$ cat config.mk
export PLATFORM = sky130hd
export DESIGN_NAME = game_port_paddle_timer
export DESIGN_NICKNAME = d
export VERILOG_FILES = /design/src/rtl/gppt_pkg.sv /design/src/rtl/game_port_paddle_timer.sv /design/src/rtl/gppt_ctrl.sv /design/src/rtl/gppt_datapath.sv
export SDC_FILE = /design/constraint.sdc
export NUM_CORES = 1
export LEC_CHECK = 0
export BUFFER_PORTS_ARGS = -buffer_cell sky130_fd_sc_hd__buf_2
export CORE_ASPECT_RATIO = 0.6
export CORE_MARGIN = 5
export CORE_UTILIZATION = 55
export DETAILED_ROUTE_END_ITERATION = 16
export GPL_TIMING_DRIVEN = 0
export PLACE_DENSITY = 0.81
export SLEW_MARGIN = 20
export SYNTH_ARGS = -nofsm -noshare
export SYNTH_HDL_FRONTEND = slang
export SYNTH_SLANG_ARGS = --single-unit
$ cat constraint.sdc
create_clock -name clock -period 6.95 [get_ports clock]
set_input_delay 1.7375 -clock clock [delete_from_list [all_inputs] [get_ports clock]]
set_output_delay 1.7375 -clock clock [all_outputs]
set_load 0.005 [all_outputs]
$ cat src/rtl/gppt_pkg.sv
`timescale 1ns / 1ps

package gppt_pkg;

   // sequencer states
   typedef enum logic [3:0] {
      ST_IDLE,
      ST_SCALE,
      ST_LOAD,
      ST_DIV,
      ST_CLAMP,
      ST_MAP,
      ST_TMO,
      ST_CMP,
      ST_OUT
   } state_type;

   // how much work a request needs after it is taken
   typedef enum logic [1:0] {
      PATH_SHORT,
      PATH_TIMED,
      PATH_AXIS
   } path_type;

   typedef struct packed {
      logic accept;
      logic scale;
      logic load_div;
      logic div_step;
      logic clamp;
      logic map;
      logic tmo;
      logic cmp;
      logic out_load;
   } cmd_type;

   typedef struct packed {
      path_type path;
      logic     sat_zero;
      logic     out_free;
   } status_type;

   localparam logic MODE_STROBE = 1'b0;

   localparam logic [3:0] IDX_BUTTON_ZERO = 4'd1;
   localparam logic [3:0] IDX_BUTTON_ONE  = 4'd2;
   localparam logic [3:0] IDX_BUTTON_TWO  = 4'd3;
   localparam logic [3:0] IDX_AXIS_X      = 4'd4;
   localparam logic [3:0] IDX_AXIS_Y      = 4'd5;
   localparam logic [3:0] IDX_FIXED_LO    = 4'd6;
   localparam logic [3:0] IDX_FIXED_HI    = 4'd7;

   localparam int unsigned DIR_MIN_BIT = 0;
   localparam int unsigned DIR_MAX_BIT = 1;

   localparam logic CSR_DEAD_ZONE  = 1'b0;
   localparam logic CSR_SATURATION = 1'b1;

   localparam logic [4:0] DEAD_ZONE_RESET  = 5'd10;
   localparam logic [6:0] SATURATION_RESET = 7'd95;

   // axis conditioning
   localparam logic [13:0] AXIS_GAIN  = 14'd10000;
   localparam int unsigned GAIN_SHIFT = 15;
   localparam logic [6:0]  PCT_SCALE  = 7'd100;

   localparam int unsigned DIV_BITS  = 20;
   localparam int unsigned DIV_CNT_W = 5;

   localparam logic [14:0] AXIS_HALF_SPAN = 15'd10000;
   localparam logic [14:0] AXIS_MAX_MAG   = 15'd9999;
   localparam logic [14:0] AXIS_OFS_MAX   = 15'd19999;

   // (u * 256) / 20000 == (u * 8) / 625, done as a reciprocal multiply
   localparam logic [17:0] MAP_RECIP = 18'd214749;
   localparam int unsigned MAP_SHIFT = 27;

   localparam logic [7:0] PAD_MIN    = 8'd0;
   localparam logic [7:0] PAD_MAX    = 8'd255;
   localparam logic [7:0] PAD_CENTER = 8'd128;
   localparam logic [7:0] PAD_FIXED  = 8'h7F;

   // value / 86 for an 8-bit value is 0, 1 or 2
   localparam logic [7:0] PAD_STEP1    = 8'd86;
   localparam logic [7:0] PAD_STEP2    = 8'd172;
   localparam logic [3:0] TIMEOUT_BASE = 4'd10;

   localparam logic [7:0] DATA_HIGH = 8'hFF;
   localparam logic [7:0] DATA_LOW  = 8'h00;

endpackage

$ cat src/rtl/game_port_paddle_timer.sv
`timescale 1ns / 1ps

// Channel   Ports      Handshake        Contents
// request   req_*      valid / ready    access mode, index, cycle count, pad inputs
// response  rsp_*      valid / ready    read byte, floating bus flag
// csr       csr_*      write enable     dead zone (0), saturation (1)
//
// One request at a time. Strobe, button and unmapped reads go straight to the output
// register. Overridden or absent axis and index 6/7 pass through timeout and compare;
// a conditioned axis adds scale, the 20-step restoring divide for saturation scaling
// (skipped with saturation zero), clamp and map. Synchronous reset restores dead zone
// 10, saturation 95 and clears the strobe. A new request is taken while a response
// waits; a finished request holds in the sequencer until the response register is free.

module game_port_paddle_timer #(
   parameter int unsigned CYCLE_BITS = 32
) (
   input  logic               clock,
   input  logic               reset,
   input  logic               csr_we,
   input  logic               csr_index,
   input  logic [6:0]         csr_wdata,
   input  logic               req_valid,
   output logic               req_ready,
   input  logic               req_mode,
   input  logic [3:0]         req_reg_index,
   input  logic [31:0]        req_clock_now,
   input  logic signed [15:0] req_axis_x,
   input  logic signed [15:0] req_axis_y,
   input  logic [1:0]         req_dir_x,
   input  logic [1:0]         req_dir_y,
   input  logic               req_pad_present,
   input  logic               req_button_zero,
   input  logic               req_button_one,
   input  logic               req_button_two,
   output logic               rsp_valid,
   input  logic               rsp_ready,
   output logic [7:0]         rsp_read_data,
   output logic               rsp_floating_bus
);

   gppt_pkg::cmd_type    cmd;
   gppt_pkg::status_type status;

   gppt_ctrl u_ctrl (
      .clock     (clock),
      .reset     (reset),
      .req_valid (req_valid),
      .req_ready (req_ready),
      .status    (status),
      .cmd       (cmd)
   );

   gppt_datapath #(
      .CYCLE_BITS (CYCLE_BITS)
   ) u_datapath (
      .clock            (clock),
      .reset            (reset),
      .cmd              (cmd),
      .status           (status),
      .csr_we           (csr_we),
      .csr_index        (csr_index),
      .csr_wdata        (csr_wdata),
      .req_mode         (req_mode),
      .req_reg_index    (req_reg_index),
      .req_clock_now    (req_clock_now),
      .req_axis_x       (req_axis_x),
      .req_axis_y       (req_axis_y),
      .req_dir_x        (req_dir_x),
      .req_dir_y        (req_dir_y),
      .req_pad_present  (req_pad_present),
      .req_button_zero  (req_button_zero),
      .req_button_one   (req_button_one),
      .req_button_two   (req_button_two),
      .rsp_ready        (rsp_ready),
      .rsp_valid        (rsp_valid),
      .rsp_read_data    (rsp_read_data),
      .rsp_floating_bus (rsp_floating_bus)
   );

endmodule

$ cat src/rtl/gppt_ctrl.sv
`timescale 1ns / 1ps

module gppt_ctrl (
   input  logic                 clock,
   input  logic                 reset,
   input  logic                 req_valid,
   output logic                 req_ready,
   input  gppt_pkg::status_type status,
   output gppt_pkg::cmd_type    cmd
);

   gppt_pkg::state_type state_ff, state_in;
   logic [gppt_pkg::DIV_CNT_W-1:0] cnt_ff, cnt_in;

   always_ff @(posedge clock) begin
      if (reset) begin
         state_ff <= gppt_pkg::ST_IDLE;
         cnt_ff   <= '0;
      end else begin
         state_ff <= state_in;
         cnt_ff   <= cnt_in;
      end
   end

   always_comb begin
      state_in  = state_ff;
      cnt_in    = cnt_ff;
      cmd       = '0;
      req_ready = 1'b0;
      unique case (state_ff)
         gppt_pkg::ST_IDLE: begin
            req_ready  = 1'b1;
            cmd.accept = req_valid;
            if (req_valid) begin
               unique case (status.path)
                  gppt_pkg::PATH_AXIS:  state_in = gppt_pkg::ST_SCALE;
                  gppt_pkg::PATH_TIMED: state_in = gppt_pkg::ST_TMO;
                  default:              state_in = gppt_pkg::ST_OUT;
               endcase
            end
         end
         gppt_pkg::ST_SCALE: begin
            cmd.scale = 1'b1;
            state_in  = gppt_pkg::ST_LOAD;
         end
         gppt_pkg::ST_LOAD: begin
            cmd.load_div = 1'b1;
            cnt_in       = '0;
            // zero saturation skips the scaling
            state_in     = status.sat_zero ? gppt_pkg::ST_CLAMP : gppt_pkg::ST_DIV;
         end
         gppt_pkg::ST_DIV: begin
            cmd.div_step = 1'b1;
            cnt_in       = cnt_ff + 1'b1;
            if (cnt_ff == gppt_pkg::DIV_CNT_W'(gppt_pkg::DIV_BITS - 1)) begin
               state_in = gppt_pkg::ST_CLAMP;
            end
         end
         gppt_pkg::ST_CLAMP: begin
            cmd.clamp = 1'b1;
            state_in  = gppt_pkg::ST_MAP;
         end
         gppt_pkg::ST_MAP: begin
            cmd.map  = 1'b1;
            state_in = gppt_pkg::ST_TMO;
         end
         gppt_pkg::ST_TMO: begin
            cmd.tmo  = 1'b1;
            state_in = gppt_pkg::ST_CMP;
         end
         gppt_pkg::ST_CMP: begin
            cmd.cmp  = 1'b1;
            state_in = gppt_pkg::ST_OUT;
         end
         gppt_pkg::ST_OUT: begin
            // hold until the output register is free
            cmd.out_load = status.out_free;
            if (status.out_free) begin
               state_in = gppt_pkg::ST_IDLE;
            end
         end
         default: begin
            state_in = gppt_pkg::ST_IDLE;
         end
      endcase
   end

   a_div_count: assert property (@(posedge clock) disable iff (reset)
      state_ff == gppt_pkg::ST_DIV |-> cnt_ff < gppt_pkg::DIV_CNT_W'(gppt_pkg::DIV_BITS))
      else $error("divide step count out of range");

   a_accept_leaves_idle: assert property (@(posedge clock) disable iff (reset)
      req_valid && req_ready |=> state_ff != gppt_pkg::ST_IDLE)
      else $error("accepted request did not start work");

   a_div_exit: assert property (@(posedge clock) disable iff (reset)
      state_ff == gppt_pkg::ST_DIV && cnt_ff == gppt_pkg::DIV_CNT_W'(gppt_pkg::DIV_BITS - 1)
      |=> state_ff == gppt_pkg::ST_CLAMP)
      else $error("divide did not finish after its last step");

endmodule

$ cat src/rtl/gppt_datapath.sv
`timescale 1ns / 1ps

module gppt_datapath #(
   parameter int unsigned CYCLE_BITS = 32
) (
   input  logic                  clock,
   input  logic                  reset,
   input  gppt_pkg::cmd_type     cmd,
   output gppt_pkg::status_type  status,
   input  logic                  csr_we,
   input  logic                  csr_index,
   input  logic [6:0]            csr_wdata,
   input  logic                  req_mode,
   input  logic [3:0]            req_reg_index,
   input  logic [31:0]           req_clock_now,
   input  logic signed [15:0]    req_axis_x,
   input  logic signed [15:0]    req_axis_y,
   input  logic [1:0]            req_dir_x,
   input  logic [1:0]            req_dir_y,
   input  logic                  req_pad_present,
   input  logic                  req_button_zero,
   input  logic                  req_button_one,
   input  logic                  req_button_two,
   input  logic                  rsp_ready,
   output logic                  rsp_valid,
   output logic [7:0]            rsp_read_data,
   output logic                  rsp_floating_bus
);

   // configuration and strobe state
   logic [4:0]            dead_zone_ff;
   logic [6:0]            saturation_ff;
   logic [CYCLE_BITS-1:0] strobe_cycle_ff;
   logic                  strobe_active_ff;
   logic                  rsp_valid_ff;

   // working registers
   logic [CYCLE_BITS-1:0]   now_ff;
   logic                    neg_ff;
   logic [15:0]             mag0_ff;
   logic [13:0]             mag1_ff;
   logic [6:0]              rem_ff;
   logic [gppt_pkg::DIV_BITS-1:0] quo_ff;
   logic [14:0]             u_ff;
   logic [7:0]              r_ff;
   logic [11:0]             timeout_ff;
   logic [CYCLE_BITS-1:0]   interval_ff;
   logic [7:0]              res_data_ff;
   logic                    res_float_ff;
   logic [7:0]              rsp_read_data_ff;
   logic                    rsp_floating_bus_ff;

   // request decode
   logic [CYCLE_BITS-1:0] now_in;
   logic signed [15:0]    raw_sel;
   logic                  neg_in;
   logic [15:0]           mag0_in;
   logic [1:0]            dir_sel;
   logic [7:0]            r_direct;
   logic [7:0]            acc_data;
   logic                  acc_float;
   gppt_pkg::path_type    path;

   assign now_in  = CYCLE_BITS'(req_clock_now);
   // Y is inverted: -raw - 1 is the bitwise complement
   assign raw_sel = (req_reg_index == gppt_pkg::IDX_AXIS_Y) ? ~req_axis_y : req_axis_x;
   assign neg_in  = raw_sel[15];
   assign mag0_in = neg_in ? (16'(~raw_sel) + 16'd1) : 16'(raw_sel);
   assign dir_sel = (req_reg_index == gppt_pkg::IDX_AXIS_Y) ? req_dir_y : req_dir_x;

   always_comb begin
      priority if (dir_sel[gppt_pkg::DIR_MIN_BIT]) begin
         r_direct = gppt_pkg::PAD_MIN;
      end else if (dir_sel[gppt_pkg::DIR_MAX_BIT]) begin
         r_direct = gppt_pkg::PAD_MAX;
      end else begin
         r_direct = gppt_pkg::PAD_CENTER;
      end
   end

   always_comb begin
      path = gppt_pkg::PATH_SHORT;
      if (req_mode != gppt_pkg::MODE_STROBE) begin
         unique case (req_reg_index)
            gppt_pkg::IDX_AXIS_X, gppt_pkg::IDX_AXIS_Y: begin
               path = ((dir_sel != 2'b00) || !req_pad_present) ? gppt_pkg::PATH_TIMED
                                                               : gppt_pkg::PATH_AXIS;
            end
            gppt_pkg::IDX_FIXED_LO, gppt_pkg::IDX_FIXED_HI: path = gppt_pkg::PATH_TIMED;
            default: path = gppt_pkg::PATH_SHORT;
         endcase
      end
   end

   // immediate answer for strobes, buttons and unmapped indexes
   always_comb begin
      acc_data  = gppt_pkg::DATA_LOW;
      acc_float = 1'b0;
      if (req_mode != gppt_pkg::MODE_STROBE) begin
         unique case (req_reg_index)
            gppt_pkg::IDX_BUTTON_ZERO:
               acc_data = req_button_zero ? gppt_pkg::DATA_HIGH : gppt_pkg::DATA_LOW;
            gppt_pkg::IDX_BUTTON_ONE:
               acc_data = req_button_one ? gppt_pkg::DATA_HIGH : gppt_pkg::DATA_LOW;
            gppt_pkg::IDX_BUTTON_TWO:
               acc_data = req_button_two ? gppt_pkg::DATA_HIGH : gppt_pkg::DATA_LOW;
            gppt_pkg::IDX_AXIS_X, gppt_pkg::IDX_AXIS_Y,
            gppt_pkg::IDX_FIXED_LO, gppt_pkg::IDX_FIXED_HI: ;
            default: acc_float = 1'b1;
         endcase
      end
   end

   assign status.path     = path;
   assign status.sat_zero = (saturation_ff == 7'd0);
   assign status.out_free = !rsp_valid_ff || rsp_ready;

   // scale stage: |v| * 10000 / 32768, truncation on the magnitude
   logic [29:0] scale_prod;
   logic [13:0] mag1_in;
   assign scale_prod = 30'(mag0_ff) * 30'(gppt_pkg::AXIS_GAIN);
   assign mag1_in    = scale_prod[gppt_pkg::GAIN_SHIFT +: 14];

   // dividend for the saturation scaling: |v| * 100
   logic [20:0] pct_prod;
   assign pct_prod = 21'(mag1_ff) * 21'(gppt_pkg::PCT_SCALE);

   // restoring divide step by saturation
   logic [7:0] div_trial;
   logic [7:0] div_diff;
   logic       div_bit;
   assign div_trial = {rem_ff, quo_ff[gppt_pkg::DIV_BITS-1]};
   assign div_diff  = div_trial - {1'b0, saturation_ff};
   assign div_bit   = (div_trial >= {1'b0, saturation_ff});

   // dead zone, clamp and offset
   logic [11:0] dz;
   logic [gppt_pkg::DIV_BITS-1:0] q_dz;
   logic [gppt_pkg::DIV_BITS-1:0] q_lim;
   logic [14:0] q_clip;
   logic [14:0] u_in;
   always_comb begin
      dz     = 12'(dead_zone_ff) * 12'(gppt_pkg::PCT_SCALE);
      q_dz   = (quo_ff <= gppt_pkg::DIV_BITS'(dz)) ? '0 : quo_ff;
      q_lim  = neg_ff ? gppt_pkg::DIV_BITS'(gppt_pkg::AXIS_HALF_SPAN)
                      : gppt_pkg::DIV_BITS'(gppt_pkg::AXIS_MAX_MAG);
      q_clip = (q_dz > q_lim) ? 15'(q_lim) : 15'(q_dz);
      u_in   = neg_ff ? (gppt_pkg::AXIS_HALF_SPAN - q_clip)
                      : (gppt_pkg::AXIS_HALF_SPAN + q_clip);
   end

   // map to a paddle byte
   logic [35:0] map_prod;
   logic [7:0]  r_in;
   assign map_prod = 36'({u_ff, 3'b000}) * 36'(gppt_pkg::MAP_RECIP);
   assign r_in     = map_prod[gppt_pkg::MAP_SHIFT +: 8];

   // timeout and elapsed count
   logic [3:0]            tmo_mult;
   logic [11:0]           timeout_in;
   logic [CYCLE_BITS-1:0] interval_in;
   logic                  expired;
   always_comb begin
      priority if (r_ff >= gppt_pkg::PAD_STEP2) begin
         tmo_mult = gppt_pkg::TIMEOUT_BASE + 4'd2;
      end else if (r_ff >= gppt_pkg::PAD_STEP1) begin
         tmo_mult = gppt_pkg::TIMEOUT_BASE + 4'd1;
      end else begin
         tmo_mult = gppt_pkg::TIMEOUT_BASE;
      end
   end
   assign timeout_in  = 12'(r_ff) * 12'(tmo_mult);
   assign interval_in = now_ff - strobe_cycle_ff;
   assign expired     = interval_ff > CYCLE_BITS'(timeout_ff);

   // control state
   always_ff @(posedge clock) begin
      if (reset) begin
         dead_zone_ff     <= gppt_pkg::DEAD_ZONE_RESET;
         saturation_ff    <= gppt_pkg::SATURATION_RESET;
         strobe_cycle_ff  <= '0;
         strobe_active_ff <= 1'b0;
         rsp_valid_ff     <= 1'b0;
      end else begin
         if (csr_we) begin
            unique case (csr_index)
               gppt_pkg::CSR_DEAD_ZONE:  dead_zone_ff  <= csr_wdata[4:0];
               gppt_pkg::CSR_SATURATION: saturation_ff <= csr_wdata;
               default: ;
            endcase
         end
         if (cmd.accept && req_mode == gppt_pkg::MODE_STROBE) begin
            strobe_cycle_ff  <= now_in;
            strobe_active_ff <= 1'b1;
         end
         if (cmd.cmp && expired) begin
            strobe_active_ff <= 1'b0;
         end
         if (cmd.out_load) begin
            rsp_valid_ff <= 1'b1;
         end else if (rsp_ready) begin
            rsp_valid_ff <= 1'b0;
         end
      end
   end

   // payload
   always_ff @(posedge clock) begin
      if (cmd.accept) begin
         now_ff       <= now_in;
         neg_ff       <= neg_in;
         mag0_ff      <= mag0_in;
         res_data_ff  <= acc_data;
         res_float_ff <= acc_float;
         if (req_mode != gppt_pkg::MODE_STROBE) begin
            unique case (req_reg_index)
               gppt_pkg::IDX_AXIS_X, gppt_pkg::IDX_AXIS_Y: r_ff <= r_direct;
               gppt_pkg::IDX_FIXED_LO, gppt_pkg::IDX_FIXED_HI: r_ff <= gppt_pkg::PAD_FIXED;
               default: ;
            endcase
         end
      end
      if (cmd.scale) begin
         mag1_ff <= mag1_in;
      end
      if (cmd.load_div) begin
         // zero saturation passes the gain stage straight to the clamp
         quo_ff <= status.sat_zero ? gppt_pkg::DIV_BITS'(mag1_ff)
                                   : gppt_pkg::DIV_BITS'(pct_prod);
         rem_ff <= '0;
      end
      if (cmd.div_step) begin
         rem_ff <= div_bit ? div_diff[6:0] : div_trial[6:0];
         quo_ff <= {quo_ff[gppt_pkg::DIV_BITS-2:0], div_bit};
      end
      if (cmd.clamp) begin
         u_ff <= u_in;
      end
      if (cmd.map) begin
         r_ff <= r_in;
      end
      if (cmd.tmo) begin
         timeout_ff  <= timeout_in;
         interval_ff <= interval_in;
      end
      if (cmd.cmp) begin
         res_data_ff <= expired ? gppt_pkg::DATA_LOW : gppt_pkg::DATA_HIGH;
      end
      if (cmd.out_load) begin
         rsp_read_data_ff    <= res_data_ff;
         rsp_floating_bus_ff <= res_float_ff;
      end
   end

   assign rsp_valid        = rsp_valid_ff;
   assign rsp_read_data    = rsp_read_data_ff;
   assign rsp_floating_bus = rsp_floating_bus_ff;

   a_strobe_arms: assert property (@(posedge clock) disable iff (reset)
      cmd.accept && req_mode == gppt_pkg::MODE_STROBE |=> strobe_active_ff)
      else $error("strobe did not arm the timers");

   a_float_zero: assert property (@(posedge clock) disable iff (reset)
      rsp_valid_ff && rsp_floating_bus_ff |-> rsp_read_data_ff == gppt_pkg::DATA_LOW)
      else $error("floating bus result carries data");

   a_offset_range: assert property (@(posedge clock) disable iff (reset)
      cmd.clamp |=> u_ff <= gppt_pkg::AXIS_OFS_MAX)
      else $error("conditioned axis out of range");

endmodule

Word-level counts from Yosys, hierarchy flattened:

Cells that the tools add are included.

* add/subtract/negate cells: 6
* $mul: 5
* order comparisons: 6
* eq/ne operators: 21
* mux-type cells: 52
* bitwise operators: 4
* reductions and logical operators: 22

Operator list (count)
* two-way mux 8 bit: 11
* two-way mux 20 bit: 4
* two-way mux 15 bit: 3
* case mux 4 bit (9 select lines): 1
* == test 4 x 3 -> 1 bit (second input constant): 8
* > comparator 32 x 12 -> 1 bit: 1
* multiplier 15 x 18 -> 32 bit (second input constant): 1
* inverter 16 bit: 2
* subtractor 32 bit: 1
* two-way mux 7 bit: 4
* multiplier 16 x 10 -> 25 bit (second input constant): 1
* case mux 8 bit (3 select lines): 1
* > comparator 20 bit: 1
* less-or-equal comparator 20 x 12 -> 1 bit: 1
* multiplier 14 x 5 -> 18 bit (second input constant): 1
* adder 16 x 1 -> 16 bit (second input constant): 1
* == test 4 x 2 -> 1 bit (second input constant): 4
* two-way mux 16 bit: 1
* two-way mux 4 bit: 4
* case mux 8 bit (2 select lines): 1
* adder 14 x 15 -> 15 bit (first input constant): 1
* subtractor 14 x 15 -> 15 bit (first input constant): 1
* two-way mux 1 bit: 14
* nonzero test 2 bit: 7
* other kinds (31): 41

* flip-flop bits (word level): 229
* bits of input ports: 90
* output and inout bits: 11
* word-level logic and storage cells: 137

Depth between registers and ports, before layout:

Gate-level depths: netlist (run 1).

* depth in word-level cells: 11
* gate-level depth with buffers: 36

Hierarchy:

Synthesis (run 1) repeated with hierarchy kept, for this count alone.

* cells, all modules: 2071
* area total of the unflattened synthesis: 20574.7 sq um

By module, submodules not included
* gppt_datapath: times used 1, cells an instance 1994, area an instance 19954.1 sq um, sequential area each 5735.5 sq um
* gppt_ctrl: times used 1, cells an instance 77, area an instance 620.6 sq um, sequential area each 180.2 sq um

Worst setup path after synthesis (run 1):

No wires, ideal clock.

* kind: register -> register
* from: reg u_datapath.dead_zone_ff[3]
* to: reg u_datapath.u_ff[10] (data pin)
* arrival time: 6449 ps
* slack: 236 ps
* stages on the path, launching flop included: 36
* path through: dfxtp_1 -> inv_1 -> ha_1 -> inv_1 -> ha_1 -> ha_1 -> ha_1 -> a31o_2 -> a21oi_1 -> xor2_1 -> ha_1 -> nand4_1 -> nor4_1 -> o21ai_1 -> o211ai_4 -> and2_1 -> buf_2 -> nand2_1 -> inv_1 -> ha_1 -> o21a_1 -> o31ai_1 -> a21oi_1 -> o311a_1 -> o211ai_2 -> and2_1 -> buf_2 -> clkbuf_1 -> a21o_1 -> ha_1 -> nand3_1 -> a21oi_1 -> o22ai_1 -> or4_1 -> mux2i_1 -> a31oi_1

* cells in the longest elaborated chain, start to end: 7

Ends and longest elaborated chain
* start, declared: line gppt_datapath.sv:31 `logic [4:0] dead_zone_ff;`
* start signal, assigned: line gppt_datapath.sv:179 `dead_zone_ff <= gppt_pkg::DEAD_ZONE_RESET;`
* start signal, assigned: line gppt_datapath.sv:187 `gppt_pkg::CSR_DEAD_ZONE: dead_zone_ff <= csr_wdata[4:0];`
* multiplier 5 x 5 -> 10 bit (*): line gppt_datapath.sv:143 `dz = 12'(dead_zone_ff) * 12'(gppt_pkg::PCT_SCALE);`
* less-or-equal comparator 20 x 12 -> 1 bit (*): line gppt_datapath.sv:144 `q_dz = (quo_ff <= gppt_pkg::DIV_BITS'(dz)) ? '0 : quo_ff;`
* two-way mux 20 bit (*): line gppt_datapath.sv:144
* > comparator 20 bit: line gppt_datapath.sv:147 `q_clip = (q_dz > q_lim) ? 15'(q_lim) : 15'(q_dz);`
* two-way mux 15 bit (*): line gppt_datapath.sv:147
* adder 14 x 15 -> 15 bit or subtractor 14 x 15 -> 15 bit (tied branches): line gppt_datapath.sv:149, gppt_datapath.sv:148
* two-way mux 15 bit (*): line gppt_datapath.sv:148 `u_in = neg_ff ? (gppt_pkg::AXIS_HALF_SPAN - q_clip)`
* net u_datapath.u_in[10]: line gppt_datapath.sv:141 `logic [14:0] u_in;`
* end signal, assigned: line gppt_datapath.sv:237 `u_ff <= u_in;`
* end, declared: line gppt_datapath.sv:44 `logic [14:0] u_ff;`

Mark *: on every way through the listed nets, which the timed path passes. The rest lies on a longest branch.
A chain may end at the register's enable or synchronous reset.

Final worst setup path (run 1):

* from: reg u_datapath.dead_zone_ff[3]
* to: reg u_datapath.u_ff[6] (data pin)

* cells in the longest elaborated chain, start to end: 7

Ends and longest elaborated chain
* multiplier 5 x 5 -> 10 bit (*): line gppt_datapath.sv:143
* less-or-equal comparator 20 x 12 -> 1 bit (*): line gppt_datapath.sv:144
* two-way mux 20 bit (*): line gppt_datapath.sv:144
* > comparator 20 bit: line gppt_datapath.sv:147
* two-way mux 15 bit (*): line gppt_datapath.sv:147
* net u_datapath.q_clip[0]: line gppt_datapath.sv:140 `logic [14:0] q_clip;`
* adder 14 x 15 -> 15 bit or subtractor 14 x 15 -> 15 bit (tied branches): line gppt_datapath.sv:149, gppt_datapath.sv:148
* two-way mux 15 bit (*): line gppt_datapath.sv:148
* net u_datapath.u_in[6]: line gppt_datapath.sv:141

Marked as above.

==> results.sh, run 1 <==
export IMPL_status="finished clean"
export IMPL_clk_pin_slew_ns=0.07
export IMPL_grt_pass1_vias=15900
export IMPL_whs_ns=0.427
export IMPL_layout_nets=2837
export IMPL_hold_end="u_datapath.rsp_read_data[6]"
export IMPL_cap_violations=0
export IMPL_synth_largest_area_cell="edfxtp_1"
export IMPL_start_util_pct=56.1
export IMPL_netlist_area_um2=20500
export IMPL_ys_seq_elements=215
export IMPL_wl_mm=49.3
export IMPL_dp_slack_ns=-1.06
export IMPL_r2r_start="u_datapath.dead_zone_ff[3]"
export IMPL_rows=54
export IMPL_ys_async_sr_fraction_pct=0
export IMPL_cts_buffer_depth=3
export IMPL_ys_warn_count=0
export IMPL_portBuffers=99
export IMPL_postRouteAntennaNets=0
export IMPL_dieArea_um2=41400
export IMPL_yosys_top_cells_area="edfxtp_1, ha_1, fa_1"
export IMPL_path_class="reg -> reg"
export IMPL_power_leakage_nw=10.5
export IMPL_slew_violations=0
export IMPL_drtPass1Iterations=6
export IMPL_r2r_end="u_datapath.u_ff[6]"
export IMPL_synth_most_common_cell="inv_1"
export IMPL_cp_num_buf_inv=6
export IMPL_cts_num_sinks=215
export IMPL_via_per_inst=5.65
export IMPL_yosys_most_used_dff="edfxtp_1"
export IMPL_required_ns=7.22
export IMPL_pin_count=101
export IMPL_grtUsageTotal_pct=23.6
export IMPL_worst_pin_slew_ns=0.928
export IMPL_cts_tree="built"
export IMPL_finalHoldViolCount=0
export IMPL_r2r_cells=33
export IMPL_antenna_found_initial=4
export IMPL_die_x_um=259
export IMPL_ys_types=74
export IMPL_cpPeakStageDelay_ns=0.36
export IMPL_synth_nets=2692
export IMPL_worst_path_max_fanout=6
export IMPL_synth_common_cells="inv_1, ha_1, nand2_1"
export IMPL_setup_violations_final=0
export IMPL_cp_top_family="compound AO/OA/AOI/OAI gates"
export IMPL_vias=15700
export IMPL_hold_depth=0
export IMPL_syn_area_per_cell_um2=9.69
export IMPL_cts_max_level=1
export IMPL_area_delta_synth_final_pct=11.3
export IMPL_drive_above_1_share_pct=10.2
export IMPL_place_area_um2=21700
export IMPL_synth_edf_count=161
export IMPL_arrival_ns=7.03
export IMPL_synth_top_area_share_pct=23.6
export IMPL_p_per_area_nw_per_um2=286
export IMPL_fmax_mhz=148
export IMPL_grt_max_degree=35
export IMPL_synth_cells=2117
export IMPL_peakVddDrop_uv=343
export IMPL_min_period_over_period_pct=97.3
export IMPL_wl_per_cell_um=17.7
export IMPL_worstSetupEndpointType="register"
export IMPL_fin_ws_ns=0.187
export IMPL_postLayoutCellArea_um2=22800
export IMPL_place_gp_congestion=0.990
export IMPL_overflow=0
export IMPL_clk_latency_ns=0.54
export IMPL_hold_path_class="reg -> reg"
export IMPL_hold_start="u_datapath.res_data_ff[6]"
export IMPL_ys_seq_area_share_pct=28.8
export IMPL_finClkSkew_ns=0.0210
export IMPL_totalPowerFinal_mw=6.53
export IMPL_cts_inserted_buffers=22
export IMPL_r2r_setup_slack_ns=0.19
export IMPL_die_h_um=160
export IMPL_core_um2=36600
export IMPL_slowest_stage="dfxtp_4"
export IMPL_drt_first_iter_violations=1291
export IMPL_dp_hpwl_mm=39.7
export IMPL_grt_pass1_wl_mm=80.1
export IMPL_root_buffer="clkbuf_16"
export IMPL_route_detailed_drc=0
export IMPL_period_needed_ns=6.76
export IMPL_tns_ns=0
export IMPL_max_slew_margin_rel_pct=38.2
export IMPL_critPathLaunchType="register"
[report_power, final]
group / total (mW) / internal (mW) / switching (mW) / leakage, nW
Clock: 1.21 / 0.672 / 0.539 / 0.362
Sequential: 1.72 / 1.64 / 0.0825 / 1.92
Combinational: 3.60 / 1.60 / 2.00 / 8.25
[stage by stage]
stage | util (%) | cells
2_1_floorplan | - | 2117
3_3_place_gp | 59.2 | 2720
3_5_place_dp | 59.4 | 2723
4_1_cts | 61.8 | 2770
5_1_grt | 62.4 | 2784
6_report | 62.4 | 2784
[kinds of logic (layout without fill, tap and decap cells)]
group | Yosys count | in the layout | synth area share (%)
xor gates and xnor gates | 97 | 97 | 4.14
adders and majority gates | 485 | 485 | 35.3
buffers and inverters | 429 | 590 | 7.99
other | 1 | 3 | 0.0183
muxes | 8 | 8 | 0.403
and+or+nand+nor | 505 | 505 | 11.5
AOI/OAI and AO/OA | 377 | 377 | 11.8
DFF | 215 | 215 | 28.8
[worst max path at each step]
stage                                          start                   to  slack, ns  cells after the start
after global placement    u_datapath.dead_zone_ff[3]  u_datapath.u_ff[10]       -1.0                     34
after floorplan           u_datapath.dead_zone_ff[3]  u_datapath.u_ff[10]       0.24                     35
after detailed placement  u_datapath.dead_zone_ff[3]  u_datapath.u_ff[10]      -1.06                     34
after CTS                 u_datapath.dead_zone_ff[3]  u_datapath.u_ff[10]      0.002                     35
final                     u_datapath.dead_zone_ff[3]   u_datapath.u_ff[6]       0.19                     33
after global routing      u_datapath.dead_zone_ff[3]  u_datapath.u_ff[10]      -0.04                     34
[flip-flops by register name, indices dropped and copies added (netlist names)]
register	flops
u_datapath.rsp_read_data	1
u_datapath.interval_ff	32
u_datapath.quo_ff	20
u_datapath.saturation_ff	7
u_ctrl.cnt_ff	5
u_datapath.u_ff	15
u_datapath.strobe_cycle_ff	32
u_datapath.dead_zone_ff	5
u_datapath.rsp_floating_bus	1
u_datapath.r_ff	8
u_datapath.rsp_valid	1
u_datapath.now_ff	32
u_datapath.timeout_ff	12
u_ctrl.state_ff	4
u_datapath.res_float_ff	1
u_datapath.res_data_ff	1
u_datapath.mag0_ff	16
u_datapath.neg_ff	1
u_datapath.mag1_ff	14
u_datapath.rem_ff	7
[what timing repair did]
item                                    4_1_cts  5_1_grt
resized for setup                            25       34
setup buffers                                 7       13
pin swaps                                     9       21
hold buffers                                  0        0
endpoints found under the setup margin       10        6
[metal layers]
layer / GRT usage (%) / wire (um) / vias up
met1: 33.6 / 22200 / 7665
met4: 5.18 / 971 / 2
met5: 0 / 13 / -
met3: 5.94 / 4080 / 72
li1: - / - / 7445
met2: 36.7 / 22000 / 536
[placed cells by master (no fill, tap or decap), types with 12 or more instances in the layout]
cell type / instances
nand2b_1: 14
nor2_1: 134
and2_1: 17
and3_1: 17
nand3_1: 23
o31ai_1: 14
o21ai_0: 63
nor3_1: 34
nand4_1: 13
a21oi_1: 132
clkbuf_1: 46
buf_2: 99
dfxtp_1: 52
edfxtp_1: 161
o21bai_1: 12
buf_4: 27
nand2_1: 167
o21a_1: 24
nor2b_1: 30
inv_1: 368
ha_1: 321
xnor2_1: 74
a31oi_1: 22
fa_1: 156
a21o_1: 24
clkbuf_16: 24
xor2_1: 23
[layout make-up]
cell class / count / area (um^2)
clock inverter: 14 / 116
fill: 2903 / 13700
inverter: 372 / 1400
tap: 504 / 631
multi-input combinational: 1473 / 13200
sequential: 215 / 5920
clock buffer: 26 / 608
buffer: 56 / 270
antenna: 2 / 5.00
timing repair buffer: 122 / 704
(Power assumes the default switching activity.)
==> run 2: changes to the inputs <==
- CORE_UTILIZATION: 55 -> 30
- PLACE_DENSITY: 0.81 -> 0.5
- SYNTH_HIERARCHICAL: not set -> 1
- clock period: 6.95 -> 7.52 ns (I/O delays scaled with it)
==> results.sh, run 2 <==
export IMPL_ys_async_sr_fraction_pct=0
export IMPL_synth_cells=2071
export IMPL_grt_pass1_wl_mm=81.5
export IMPL_cts_buffer_depth=3
export IMPL_arrival_ns=7.45
export IMPL_r2r_setup_slack_ns=0.37
export IMPL_hold_path_class="reg -> reg"
export IMPL_cpPeakStageDelay_ns=0.39
export IMPL_swShare_pct=37.2
export IMPL_grt_pass1_vias=15000
export IMPL_period_needed_ns=7.15
export IMPL_clk_pin_slew_ns=0.07
export IMPL_portBuffers=99
export IMPL_diodes=0
export IMPL_status="finished clean"
export IMPL_yosys_top_cells_area="edfxtp_1, ha_1, fa_1"
export IMPL_multi_input_area_um2=13100
export IMPL_cts_tree="built"
export IMPL_ys_types=76
export IMPL_dieArea_um2=74100
export IMPL_layout_cells_most_common="inv_1"
export IMPL_reg_top3="u_datapath/interval_ff x32, u_datapath/now_ff x32, u_datapath/strobe_cycle_ff x32"
export IMPL_p_int_mw=3.64
export IMPL_r2r_end="u_datapath/u_ff[12]"
export IMPL_drtPass1Iterations=5
export IMPL_peakVddDrop_uv=191
export IMPL_ys_seq_area_share_pct=28.8
export IMPL_rows=74
export IMPL_synth_most_common_cell="inv_1"
export IMPL_die_x_um=348
export IMPL_cp_startpoint="u_datapath/dead_zone_ff[3]"
export IMPL_drive_above_1_share_pct=9.21
export IMPL_grt_max_degree=51
export IMPL_place_area_um2=22300
export IMPL_via_per_inst=4.70
export IMPL_p_sw_mw=2.16
export IMPL_slew_violations=0
export IMPL_finalHoldViolCount=0
export IMPL_cap_violations=0
export IMPL_synth_edf_count=161
export IMPL_max_slew_margin_rel_pct=34.2
export IMPL_final_cell_mix="inv_1, ha_1, edfxtp_1, fa_1, nand2_1"
export IMPL_min_period_over_period_pct=95.1
export IMPL_setup_violations_final=0
export IMPL_dp_hpwl_mm=41.3
export IMPL_die_h_um=213
export IMPL_comb_power_share_pct=48.7
export IMPL_postRouteAntennaNets=0
export IMPL_finClkSkew_ns=0.0198
export IMPL_start_util_pct=30.3
export IMPL_cp_common_cell="ha_1"
export IMPL_worst_path_max_fanout=10
export IMPL_wl_mm=49.7
export IMPL_power_leakage_nw=10.7
export IMPL_core_um2=68000
export IMPL_fill_cells=7005
export IMPL_drt_first_iter_violations=859
export IMPL_worst_pin_slew_ns=0.971
export IMPL_syn_area_per_cell_um2=9.93
export IMPL_seqCellArea_um2=5920
export IMPL_place_gp_congestion=0.901
export IMPL_seq_power_share_pct=26.5
export IMPL_root_buffer="clkbuf_16"
export IMPL_synth_top_area_share_pct=23.5
export IMPL_slowest_stage="dfxtp_1"
export IMPL_required_ns=7.82
export IMPL_pin_count=101
export IMPL_p_clk_share_pct=24.8
export IMPL_vias=14700
export IMPL_p_per_area_nw_per_um2=248
export IMPL_crit_path_end="u_datapath/u_ff[12]"
export IMPL_path_class="reg -> reg"
export IMPL_cts_max_level=1
export IMPL_yosys_most_used_dff="edfxtp_1"
export IMPL_fmax_mhz=140
export IMPL_synth_common_cells="inv_1, ha_1, edfxtp_1"
export IMPL_hold_start="u_datapath/res_data_ff[6]"
export IMPL_hold_buffers=0
export IMPL_layout_nets=2783
export IMPL_postLayoutCellArea_um2=23300
export IMPL_grtUsageTotal_pct=13.5
export IMPL_route_detailed_drc=0
export IMPL_area_delta_synth_final_pct=13.4
export IMPL_synth_nets=2647
export IMPL_critPathLaunchType="register"
export IMPL_ys_warn_count=6
export IMPL_cts_inserted_buffers=26
export IMPL_overflow=0
export IMPL_synth_largest_area_cell="edfxtp_1"
export IMPL_r2r_start="u_datapath/dead_zone_ff[3]"
export IMPL_final_core_util_pct=34.3
export IMPL_antenna_found_initial=0
export IMPL_cts_num_sinks=215
export IMPL_netlist_area_um2=20600
export IMPL_r2r_cells=34
export IMPL_worstSetupEndpointType="register"
export IMPL_ys_seq_elements=215
export IMPL_clk_latency_ns=0.57
export IMPL_wl_per_cell_um=15.8
## run 2: power groups by stage
stage	clock network [mW]	logic (mW)	registers (mW)
6_report	1.44	2.82	1.54
5_1_grt	1.53	3.32	1.55
4_1_cts	1.48	2.85	1.54
3_5_place_dp	0	2.82	1.56
3_3_place_gp	0	2.77	1.56
2_1_floorplan	0	2.18	1.54
## run 2: worst min-delay path by stage
stage,endpoint,slack [ns],cells after the start
2_1_floorplan,u_datapath/rsp_floating_bus,0.40,0
3_3_place_gp,u_datapath/rsp_floating_bus,0.41,0
3_5_place_dp,u_datapath/rsp_read_data[6],0.41,0
4_1_cts,u_datapath/rsp_read_data[6],0.42,0
5_1_grt,u_datapath/rsp_floating_bus,0.45,0
6_report,u_datapath/rsp_read_data[6],0.42,0
## run 2: layout make-up
| cell class | count | share of cell area (%) |
|---|---|---|
| clock buffers | 35 | 3.02 |
| inverters | 368 | 5.92 |
| plain buffers | 52 | 1.06 |
| clock inverters | 13 | 1.17 |
| repair buffers | 108 | 2.53 |
| well taps | 912 | 4.89 |
| multi-input cells | 1436 | 56.1 |
| flip-flops and latches | 215 | 25.3 |
## run 2: per-stage QoR
stage / hold WS, ns / power (mW) / worst slack, ns / cells / setup TNS [ns]
2_1_floorplan: 0.400 / 3.72 / 1.14 / 2071 / 0
3_3_place_gp: 0.409 / 4.33 / -0.108 / 3082 / -0.157
3_5_place_dp: 0.412 / 4.38 / -0.143 / 3089 / -0.218
4_1_cts: 0.421 / 5.87 / 0.0151 / 3137 / 0
5_1_grt: 0.446 / 6.39 / -0.0223 / 3139 / -0.0223
6_report: 0.419 / 5.79 / 0.366 / 3139 / 0
## run 2: kinds of logic (layout without fill, tap and decap cells)
kind of cell / count (synthesis) / in the layout / share of synthesized area (%)
AOI/OAI and AO/OA: 379 / 379 / 12.0
xor gates and xnor gates: 100 / 100 / 4.26
adders and majority gates: 486 / 486 / 35.3
buffers and inverters: 420 / 576 / 7.89
DFF: 215 / 215 / 28.8
muxes: 20 / 20 / 1.01
other: 1 / 1 / 0.0182
and+or+nand+nor: 450 / 450 / 10.8
## run 2: critical path, delay by kind of cell (launching register included)
family	cells	cell delay, ns
flops	1	0.39
compound gates	12	2.39
xor+xnor	1	0.13
simple gates	8	1.28
fa+ha+maj	7	2.00
buf+inv	6	0.69
## run 2: what timing repair did
item,in CTS,in global routing
endpoints found under the hold margin,0,0
pin swaps,0,3
gates resized for setup,2,8
endpoints found under the setup margin,3,6
setup buffers,0,2
## run 2: metal layers
layer	track usage [%]	share of wire, %	up-vias
met5	0	0	-
met4	1.85	1.3	0
met3	2.92	6.3	41
met2	17.7	36	346
met1	22.5	57	7025
li1	-	-	7336
